`src/hdl/greedy_word_wrap_spans_macros.svh`:
```
// Assertion macros shared by the word wrap RTL.
`ifndef GREEDY_WORD_WRAP_SPANS_MACROS_SVH
`define GREEDY_WORD_WRAP_SPANS_MACROS_SVH

// Same-cycle implication, disabled during reset
`define GWWS_ASSERT_IMPLY(label, clk, rst, ante, cons) \
   label: assert property (@(posedge clk) disable iff (rst) (ante) |-> (cons)) \
      else $error("gwws: same-cycle check failed");

// Next-cycle implication, disabled during reset
`define GWWS_ASSERT_NEXT(label, clk, rst, ante, cons) \
   label: assert property (@(posedge clk) disable iff (rst) (ante) |=> (cons)) \
      else $error("gwws: next-cycle check failed");

`endif

```
`src/hdl/gwws_pkg.sv`:
```
// Types and constants shared by the greedy word wrap span block.
package gwws_pkg;

   // Character codes
   localparam logic [7:0] CH_END   = 8'd0;
   localparam logic [7:0] CH_LF    = 8'd10;
   localparam logic [7:0] CH_CR    = 8'd13;
   localparam logic [7:0] CH_SPACE = 8'd32;

   localparam logic [15:0] WRAP_WIDTH_RESET = 16'd80;
   localparam logic [15:0] SAT16            = 16'hFFFF;
   localparam int          MAX_TEXT_DEFAULT = 65536;

   // Result queue
   localparam int QDEPTH = 4;
   localparam int QPTR_W = 2;

   // One emitted line
   typedef struct packed {
      logic        last;
      logic [15:0] widest_line;
      logic [15:0] line_number;
      logic [15:0] line_length;
      logic [15:0] line_start;
   } rsp_item_type;

   // Results caused by the character on the input
   typedef struct packed {
      logic [1:0]   count;
      rsp_item_type res1;
      rsp_item_type res0;
   } step_out_type;

endpackage

```
`src/hdl/greedy_word_wrap_spans.sv`:
```
// Greedy word wrap span generator: takes one text character per cycle
// (req_tdata, byte 0 ends a text) and returns one item per emitted line with
// its start, length, line number and widest line so far; rsp_tlast marks the
// last line caused by a character. A character is accepted every cycle while
// the four-entry result queue has room for two lines; its lines are written
// to the queue and leave on the result channel one per cycle while rsp_tready
// is high. A character that ends a line by both a wrap and a newline (or end
// of text) yields two lines and so needs two result channel transfers, which
// limits the sustained rate when such characters come densely.
`include "greedy_word_wrap_spans_macros.svh"

module greedy_word_wrap_spans import gwws_pkg::*; #(
   parameter int MAX_TEXT = MAX_TEXT_DEFAULT
) (
   input  logic        clock,
   input  logic        reset,
   // configuration: wrap width
   input  logic        csr_wr_en,
   input  logic [15:0] csr_wr_data,
   // text characters
   input  logic        req_tvalid,
   output logic        req_tready,
   input  logic [7:0]  req_tdata,   // [7:0] ch
   // line spans
   output logic        rsp_tvalid,
   input  logic        rsp_tready,
   output logic [63:0] rsp_tdata,   // [15:0] line_start, [31:16] line_length,
                                    // [47:32] line_number, [63:48] widest_line
   output logic        rsp_tlast    // last_of_run
);

   logic [15:0]       wrap_width_ff;
   logic              req_accept, rsp_accept;
   step_out_type      step;
   rsp_item_type      q_mem_ff [QDEPTH];
   logic [QPTR_W-1:0] wr_ptr_ff, wr_ptr_in, rd_ptr_ff, rd_ptr_in;
   logic [QPTR_W:0]   count_ff, count_in;
   logic [1:0]        push_n;
   rsp_item_type      head;

   // Wrap width register
   always_ff @(posedge clock) begin
      if (reset) begin
         wrap_width_ff <= WRAP_WIDTH_RESET;
      end else if (csr_wr_en) begin
         wrap_width_ff <= csr_wr_data;
      end
   end

   assign req_tready = (count_ff <= (QPTR_W+1)'(QDEPTH - 2));
   assign req_accept = req_tvalid && req_tready;
   assign rsp_accept = rsp_tvalid && rsp_tready;

   gwws_core #(
      .MAX_TEXT(MAX_TEXT)
   ) u_core (
      .clock      (clock),
      .reset      (reset),
      .accept     (req_accept),
      .ch         (req_tdata),
      .wrap_width (wrap_width_ff),
      .step       (step)
   );

   // Result queue pointers and fill
   assign push_n    = req_accept ? step.count : 2'd0;
   assign wr_ptr_in = wr_ptr_ff + QPTR_W'(push_n);
   assign rd_ptr_in = rd_ptr_ff + QPTR_W'(rsp_accept);
   assign count_in  = count_ff + (QPTR_W+1)'(push_n) - (QPTR_W+1)'(rsp_accept);

   always_ff @(posedge clock) begin
      if (reset) begin
         wr_ptr_ff <= '0;
         rd_ptr_ff <= '0;
         count_ff  <= '0;
      end else begin
         wr_ptr_ff <= wr_ptr_in;
         rd_ptr_ff <= rd_ptr_in;
         count_ff  <= count_in;
      end
   end

   // Queue storage: up to two lines written per accepted character
   always_ff @(posedge clock) begin
      if (push_n != 2'd0) begin
         q_mem_ff[wr_ptr_ff] <= step.res0;
      end
      if (push_n == 2'd2) begin
         q_mem_ff[wr_ptr_ff + QPTR_W'(1)] <= step.res1;
      end
   end

   // Head of queue drives the result channel
   assign head       = q_mem_ff[rd_ptr_ff];
   assign rsp_tvalid = (count_ff != '0);
   assign rsp_tdata  = {head.widest_line, head.line_number, head.line_length, head.line_start};
   assign rsp_tlast  = head.last;

   // Queue never overfills
   `GWWS_ASSERT_IMPLY(a_q_bound, clock, reset, 1'b1, count_ff <= (QPTR_W+1)'(QDEPTH))
   // Pushing two lines needs two free entries
   `GWWS_ASSERT_IMPLY(a_q_room, clock, reset, push_n == 2'd2, count_ff <= (QPTR_W+1)'(QDEPTH - 2))

endmodule

```
`src/hdl/gwws_core.sv`:
```
// Wrap state registers and the per-character line decision logic.
`include "greedy_word_wrap_spans_macros.svh"

module gwws_core import gwws_pkg::*; #(
   parameter int MAX_TEXT = MAX_TEXT_DEFAULT
) (
   input  logic         clock,
   input  logic         reset,
   input  logic         accept,
   input  logic [7:0]   ch,
   input  logic [15:0]  wrap_width,
   output step_out_type step
);

   localparam int POS_W = $clog2(MAX_TEXT);

   logic [POS_W-1:0] pos_ff, pos_in;
   logic [POS_W-1:0] line_begin_ff, line_begin_in;
   logic [POS_W-1:0] group_begin_ff, group_begin_in;
   logic [15:0]      line_len_ff, line_len_in;
   logic [15:0]      space_run_ff, space_run_in;
   logic [15:0]      word_run_ff, word_run_in;
   logic             in_word_ff, in_word_in;
   logic [15:0]      lines_ff, lines_in;
   logic [15:0]      widest_ff, widest_in;

   logic             is_end, is_nl, is_sp;
   logic             do_fg, fg_break, emit_a, emit_b;
   logic [POS_W-1:0] fg_gb, lb1, b_start, pos_inc;
   logic [17:0]      total;
   logic [15:0]      ll1, widest_a, widest_b, num_b;
   rsp_item_type     item_a, item_b;

   // Character class
   assign is_end = (ch == CH_END);
   assign is_nl  = (ch == CH_LF) || (ch == CH_CR);
   assign is_sp  = (ch == CH_SPACE);

   // Group close: does this character end a pending group
   always_comb begin
      priority if (is_end) begin
         do_fg = (word_run_ff != 16'd0);
      end else if (is_nl) begin
         do_fg = (space_run_ff != 16'd0) || (word_run_ff != 16'd0);
      end else if (is_sp) begin
         do_fg = in_word_ff;
      end else begin
         do_fg = 1'b0;
      end
   end

   assign fg_gb    = (is_nl && !in_word_ff) ? pos_ff : group_begin_ff;
   assign total    = {2'b00, line_len_ff} + {2'b00, space_run_ff} + {2'b00, word_run_ff};
   assign fg_break = do_fg && (line_len_ff != 16'd0) && (total > {2'b00, wrap_width});

   // Line after the group is placed
   always_comb begin
      if (!do_fg) begin
         lb1 = line_begin_ff;
         ll1 = line_len_ff;
      end else if ((line_len_ff == 16'd0) || fg_break) begin
         lb1 = fg_gb;
         ll1 = word_run_ff;
      end else begin
         lb1 = line_begin_ff;
         ll1 = (total > {2'b00, SAT16}) ? SAT16 : total[15:0];
      end
   end

   // Emitted lines: first the one pushed out by the group, then a forced one
   assign emit_a   = fg_break;
   assign emit_b   = is_end ? (ll1 != 16'd0) : is_nl;
   assign b_start  = (is_nl && (ll1 == 16'd0)) ? pos_ff : lb1;
   assign widest_a = (emit_a && (line_len_ff > widest_ff)) ? line_len_ff : widest_ff;
   assign widest_b = (emit_b && (ll1 > widest_a)) ? ll1 : widest_a;
   assign num_b    = emit_a ? lines_ff + 16'd1 : lines_ff;

   always_comb begin
      item_a.last        = !emit_b;
      item_a.widest_line = widest_a;
      item_a.line_number = lines_ff;
      item_a.line_length = line_len_ff;
      item_a.line_start  = 16'(line_begin_ff);
      item_b.last        = 1'b1;
      item_b.widest_line = widest_b;
      item_b.line_number = num_b;
      item_b.line_length = ll1;
      item_b.line_start  = 16'(b_start);
      step.count = {1'b0, emit_a} + {1'b0, emit_b};
      step.res0  = emit_a ? item_a : item_b;
      step.res1  = item_b;
   end

   assign pos_inc = (pos_ff == POS_W'(MAX_TEXT - 1)) ? '0 : pos_ff + POS_W'(1);

   // Next state
   always_comb begin
      pos_in         = pos_inc;
      line_begin_in  = lb1;
      line_len_in    = ll1;
      group_begin_in = group_begin_ff;
      space_run_in   = do_fg ? 16'd0 : space_run_ff;
      word_run_in    = do_fg ? 16'd0 : word_run_ff;
      in_word_in     = do_fg ? 1'b0 : in_word_ff;
      lines_in       = lines_ff + {15'd0, emit_a} + {15'd0, emit_b};
      widest_in      = widest_b;
      priority if (is_end) begin
         pos_in         = '0;
         line_begin_in  = '0;
         line_len_in    = 16'd0;
         group_begin_in = '0;
         space_run_in   = 16'd0;
         word_run_in    = 16'd0;
         in_word_in     = 1'b0;
         lines_in       = 16'd0;
         widest_in      = 16'd0;
      end else if (is_nl) begin
         line_begin_in = b_start;
         line_len_in   = 16'd0;
         space_run_in  = 16'd0;
         word_run_in   = 16'd0;
         in_word_in    = 1'b0;
      end else if (is_sp) begin
         space_run_in = (space_run_in == SAT16) ? SAT16 : space_run_in + 16'd1;
      end else begin
         if (!in_word_ff) begin
            group_begin_in = pos_ff;
         end
         in_word_in  = 1'b1;
         word_run_in = (word_run_ff == SAT16) ? SAT16 : word_run_ff + 16'd1;
      end
   end

   // State registers
   always_ff @(posedge clock) begin
      if (reset) begin
         pos_ff         <= '0;
         line_begin_ff  <= '0;
         group_begin_ff <= '0;
         line_len_ff    <= 16'd0;
         space_run_ff   <= 16'd0;
         word_run_ff    <= 16'd0;
         in_word_ff     <= 1'b0;
         lines_ff       <= 16'd0;
         widest_ff      <= 16'd0;
      end else if (accept) begin
         pos_ff         <= pos_in;
         line_begin_ff  <= line_begin_in;
         group_begin_ff <= group_begin_in;
         line_len_ff    <= line_len_in;
         space_run_ff   <= space_run_in;
         word_run_ff    <= word_run_in;
         in_word_ff     <= in_word_in;
         lines_ff       <= lines_in;
         widest_ff      <= widest_in;
      end
   end

   // Two lines from one character only at a newline or end of text
   `GWWS_ASSERT_IMPLY(a_two_only_at_break, clock, reset, step.count == 2'd2, is_nl || is_end)
   // End of text restarts position and line numbering
   `GWWS_ASSERT_NEXT(a_end_clears, clock, reset, accept && is_end, pos_ff == '0 && lines_ff == 16'd0)
   // A pending word always means the word flag is set
   `GWWS_ASSERT_IMPLY(a_word_flag, clock, reset, word_run_ff != 16'd0, in_word_ff)

endmodule
```
`config.mk`:
```
export PLATFORM = sky130hd
export DESIGN_NAME = greedy_word_wrap_spans
export DESIGN_NICKNAME = d
export VERILOG_FILES = /design/src/hdl/gwws_pkg.sv /design/src/hdl/greedy_word_wrap_spans.sv /design/src/hdl/gwws_core.sv
export VERILOG_INCLUDE_DIRS = /design/src /design/src/hdl
export SDC_FILE = /design/constraint.sdc
export NUM_CORES = 1
export LEC_CHECK = 0
export ABC_AREA = 1
export BUFFER_PORTS_ARGS = -buffer_cell sky130_fd_sc_hd__clkbuf_2
export CORE_AREA = 2 2 216 218
export CTS_CLUSTER_SIZE = 28
export DETAILED_ROUTE_END_ITERATION = 8
export DIE_AREA = 0 0 218 220
export GPL_TIMING_DRIVEN = 0
export HOLD_SLACK_MARGIN = 0.12
export PLACE_DENSITY = 0.82
export SETUP_SLACK_MARGIN = 0.05
export SLEW_MARGIN = 20
export SYNTH_ARGS = -nofsm -noshare
export SYNTH_HDL_FRONTEND = slang
export SYNTH_SLANG_ARGS = --single-unit
```
`constraint.sdc`:
```
create_clock -name clock -period 7.6 [get_ports clock]
set_input_delay 2.28 -clock clock [delete_from_list [all_inputs] [get_ports clock]]
set_output_delay 2.28 -clock clock [all_outputs]
set_load 0.05 [all_outputs]
```
==> flow_summary.html <==
<table>
<tr><th>Metric</th><th>Value</th></tr>
<tr><th colspan="2">Timing</th></tr>
<tr><td>Setup slack after layout</td><td>0.236 ns</td></tr>
<tr><td>Upper clock frequency limit</td><td>136 MHz</td></tr>
<tr><td>Tightest Pin Transition</td><td>0.900 ns</td></tr>
<tr><td>Hold violation total from the final report</td><td>0</td></tr>
<tr><td>Worst slew margin</td><td>0.400</td></tr>
<tr><td>Setup Viol. Count Final</td><td>0</td></tr>
<tr><td>Final period util</td><td>0.969</td></tr>
<tr><td>Worst clock skew</td><td>0.0405 ns</td></tr>
<tr><td>Unrepaired setup endpoints after global routing</td><td>true</td></tr>
<tr><td>Minimum period implied by the final worst setup slack</td><td>7.36 ns</td></tr>
<tr><td>Pins Over Slew Limit</td><td>0</td></tr>
<tr><th colspan="2">Global routing</th></tr>
<tr><td>Number of global-route vias before repair</td><td>22566</td></tr>
<tr><td>Wire length of the first global-routing pass</td><td>126 mm</td></tr>
<tr><td>Total grt overflow</td><td>0</td></tr>
<tr><td>Pin count of the biggest net entering global routing</td><td>38</td></tr>
<tr><td>Number of antenna violations at the first check in global routing</td><td>1</td></tr>
<tr><td>All-layer global routing usage</td><td>0.340</td></tr>
<tr><th colspan="2">Clock tree</th></tr>
<tr><td>Clock input transition at the sequential cells of the worst setup and hold paths</td><td>0.06 ns</td></tr>
<tr><td>Clock latency on the worst-skew pair</td><td>0.62 ns</td></tr>
<tr><td>Worst-case clock buffer depth</td><td>3</td></tr>
<tr><td>Library cell used as clock root buffer</td><td>clkbuf_16</td></tr>
<tr><td>Number of clock sinks</td><td>412</td></tr>
<tr><td>Number of H-tree levels</td><td>2</td></tr>
<tr><td>Inserted Clock Buffers</td><td>44</td></tr>
<tr><td>Hold-fix buffers at CTS</td><td>0</td></tr>
<tr><td>Clock tree from TritonCTS</td><td>built</td></tr>
<tr><th colspan="2">Finish</th></tr>
<tr><td>Non-Filler Cell Area, Final</td><td>28800 um2</td></tr>
<tr><td>Layout Utilization</td><td>0.627</td></tr>
<tr><td>Number of nets at the end of the flow</td><td>3449</td></tr>
<tr><td>Count of antenna diodes in the layout</td><td>0</td></tr>
<tr><td>Area delta synth-&gt;final</td><td>15.9%</td></tr>
<tr><td>Number of cells in the finished layout apart from fillers</td><td>3960</td></tr>
<tr><td>Multi-input gate area</td><td>12700 um2</td></tr>
<tr><td>FF+latch area</td><td>10800 um2</td></tr>
<tr><td>Layout cells sized above 1</td><td>0.139</td></tr>
<tr><td>Filler cells</td><td>3802</td></tr>
<tr><th colspan="2">Routing</th></tr>
<tr><td>Total via count after detailed routing</td><td>24484</td></tr>
<tr><td>Vias per std cell</td><td>6.18</td></tr>
<tr><td>DR iter-0 viols</td><td>3859</td></tr>
<tr><td>Number of antenna-violating nets in the routed design</td><td>0</td></tr>
<tr><td>Count of TritonRoute iterations in the first routing pass</td><td>9</td></tr>
<tr><td>Total length of routed wires</td><td>84.2 mm</td></tr>
<tr><td>Detailed-route wire length per cell</td><td>21.3 um</td></tr>
<tr><td>Drt drc</td><td>0</td></tr>
<tr><th colspan="2">Worst setup path</th></tr>
<tr><td>Sort of element at the start of the critical path</td><td>flop</td></tr>
<tr><td>Required time worst endpoint</td><td>7.90 ns</td></tr>
<tr><td>Crit Path Category</td><td>flop to flop</td></tr>
<tr><td>Slowest stage cell on the critical path</td><td>fa_2</td></tr>
<tr><td>Max stage delay on crit path</td><td>0.42 ns</td></tr>
<tr><td>Largest fanout of any net on the critical path</td><td>12</td></tr>
<tr><td>Dominant cell type by count on the critical path</td><td>nand2_1</td></tr>
<tr><td>Crit path arrival time</td><td>7.67 ns</td></tr>
<tr><td>Endpoint kind of the worst setup timing path</td><td>flop</td></tr>
<tr><th colspan="2">Placement</th></tr>
<tr><td>Worst setup slack after placement</td><td>-1.79 ns</td></tr>
<tr><td>Dpl cells</td><td>3824</td></tr>
<tr><td>Gpl congestion</td><td>1.00</td></tr>
<tr><td>Final HPWL DP</td><td>58.3 mm</td></tr>
<tr><td>Area of placed instances</td><td>26200 um2</td></tr>
<tr><td>Quantity of I/O buffers inserted on ports</td><td>94</td></tr>
<tr><th colspan="2">Synthesis</th></tr>
<tr><td>Cell area after technology mapping</td><td>24800 um2</td></tr>
<tr><td>Sequential area share after synthesis</td><td>0.436</td></tr>
<tr><td>Synthesized net count</td><td>3250</td></tr>
<tr><td>Ys flop type</td><td>edfxtp_1</td></tr>
<tr><td>Number of distinct library cell variants in the gate-level netlist after synthesis</td><td>60</td></tr>
<tr><td>Share of synthesized registers carrying an async set or reset</td><td>0</td></tr>
<tr><td>Number of standard cells after synthesis</td><td>3119</td></tr>
<tr><td>Number of enable-type register cells in the synthesized netlist</td><td>256</td></tr>
<tr><td>Warning count from the yosys run</td><td>0</td></tr>
<tr><td>Synthesized area per cell</td><td>7.96 um2</td></tr>
<tr><td>Post-synthesis sequential element count</td><td>412</td></tr>
<tr><th colspan="2">Floorplan</th></tr>
<tr><td>Rows</td><td>79</td></tr>
<tr><td>I/O pin total</td><td>96</td></tr>
<tr><td>Die X-Extent</td><td>218 um</td></tr>
<tr><td>Std-Cell Core Area</td><td>45900 um2</td></tr>
<tr><td>Starting utilization of the core area</td><td>0.541</td></tr>
<tr><td>Die outline area</td><td>48000 um2</td></tr>
<tr><td>Y dimension of the die</td><td>220 um</td></tr>
<tr><th colspan="2">Power and ir drop</th></tr>
<tr><td>Maximum vdd drop</td><td>0.287 mV</td></tr>
<tr><td>Leakage dissipation</td><td>11.6 nW</td></tr>
<tr><td>Cell Pwr Density</td><td>229 nW/um2</td></tr>
<tr><th colspan="2">Outcome</th></tr>
<tr><td>Status</td><td>complete, no violations</td></tr>
<tr><th colspan="2">Min path</th></tr>
<tr><td>Worst hold path class</td><td>flop to flop</td></tr>
<tr><th colspan="2">Job</th></tr>
<tr><td># Max-Cap Violations</td><td>0</td></tr>
</table>
## worst max-delay path: cells and delay by family, from the launching register on
| family | cells | cell delay, ns |
|---|---|---|
| xor gates and xnor gates | 2 | 0.46 |
| and+or+nand+nor | 25 | 2.30 |
| adders and majority gates | 5 | 1.37 |
| buffers and inverters | 13 | 1.47 |
| AOI/OAI and AO/OA | 5 | 1.01 |
| DFF | 1 | 0.40 |
## per-layer routing
metal / part of all wire / track usage
met5: 0 / 0
met3: 0.12 / 0.0759
met2: 0.44 / 0.538
met1: 0.36 / 0.427
met4: 0.069 / 0.203
## kinds of logic (layout without fill, tap and decap cells)
| group | after synthesis | after routing | share of synthesized area |
|---|---|---|---|
| compound gates | 733 | 733 | 0.163 |
| xor+xnor | 58 | 58 | 0.0205 |
| fa+ha+maj | 102 | 102 | 0.0526 |
| buf+inv | 460 | 690 | 0.0731 |
| flops | 412 | 412 | 0.436 |
| mux | 16 | 16 | 0.00645 |
| simple gates | 1338 | 1342 | 0.249 |
## per-stage QoR
stage | power [mW] | setup TNS (ns) | hold WS, ns
5_1_grt | 6.77 | -1.55 | 0.477
3_5_place_dp | 4.42 | -453.19 | 0.456
2_1_floorplan | 3.83 | 0 | 0.440
6_report | 6.60 | 0 | 0.465
4_1_cts | 6.53 | 0 | 0.465
3_3_place_gp | 4.40 | -758.06 | 0.452
## synth_stat cells (all sizes together) (2+ instances only)
cell     number  area [um2]
o211ai        3        22.5
clkbuf      138         518
buf          30         196
xnor2        14         123
nor3         36         185
o2111ai       2        17.5
o22ai       194        1210
a32oi         2        17.5
ha           98        1230
o21bai        7        63.8
inv         289        1090
xor2         44         385
a21o          2        15.0
edfxtp      256        7690
nand2       632        2720
o21ai       316        1580
nand4        54         338
nand3b       17         128
a21oi       185         952
mux2i        16         160
or2          23         144
a21boi        3        26.3
clkinv        3        11.3
dfxtp       156        3120
nor2        272        1060
a31oi         9        56.3
nand3       289        1480
a211oi        5        37.5
nor4         12        87.6
fa            4        80.1
## area by class of cell
| cell class | instances | share of cell area |
|---|---|---|
| timing repair buffer | 149 | 0.0380 |
| clock inverter | 24 | 0.00814 |
| tap | 607 | 0.0264 |
| sequential | 412 | 0.376 |
| multi-input combinational | 2251 | 0.441 |
| buffer | 168 | 0.0298 |
| clock buffer | 57 | 0.0411 |
| inverter | 292 | 0.0388 |
## worst paths after layout
path | endpoint | slack [ns] | startpoint | cells past startpoint
min | u_core.group_begin_ff[11] | 0.46 | u_core.group_begin_ff[11] | 2
min reg2reg | u_core.group_begin_ff[11] | 0.46 | u_core.group_begin_ff[11] | 2
max | q_mem_ff[0][11] | 0.24 | u_core.line_len_ff[0] | 50
max reg2reg | q_mem_ff[0][11] | 0.24 | u_core.line_len_ff[0] | 50
## flip-flops by register name, indices dropped and copies added, names as in the netlist
name / flops
count_ff: 3
q_mem_ff: 260
rd_ptr_ff: 2
u_core.group_begin_ff: 16
u_core.in_word_ff: 1
u_core.line_begin_ff: 16
u_core.line_len_ff: 16
u_core.lines_ff: 16
u_core.pos_ff: 16
u_core.space_run_ff: 16
u_core.widest_ff: 16
u_core.word_run_ff: 16
wr_ptr_ff: 2
wrap_width_ff: 16
## power breakdown
group / internal [mW] / total, mW / switching [mW]
Clock: 1.21 / 2.16 / 0.955
Sequential: 2.37 / 2.40 / 0.0303
Combinational: 0.427 / 2.03 / 1.60
## timing repair
action,CTS,global route
setup endpoints to repair,542,547
pin swaps,18,23
gates cloned,6,3
buffers inserted,27,19
endpoints found under the hold margin,0,0
gates resized for setup,85,123
## cell usage in the layout (no fill, tap or decap), types with 17 or more instances in the layout
| master | netlist | layout |
|---|---|---|
| a21oi_1 | 182 | 178 |
| buf_4 | 3 | 50 |
| clkbuf_1 | 138 | 114 |
| clkbuf_16 | 0 | 46 |
| clkbuf_2 | 0 | 111 |
| dfxtp_1 | 156 | 150 |
| edfxtp_1 | 256 | 256 |
| ha_1 | 98 | 91 |
| inv_1 | 279 | 270 |
| nand2_1 | 567 | 548 |
| nand2_2 | 28 | 31 |
| nand2_4 | 37 | 51 |
| nand3_1 | 285 | 276 |
| nand3b_1 | 17 | 17 |
| nand4_1 | 54 | 54 |
| nor2_1 | 264 | 256 |
| nor3_1 | 35 | 33 |
| o21ai_0 | 250 | 240 |
| o21ai_1 | 66 | 76 |
| o22ai_1 | 194 | 193 |
| or2_2 | 18 | 18 |
| xor2_1 | 44 | 41 |
No activity file was read; power rests on OpenSTA's default activity.
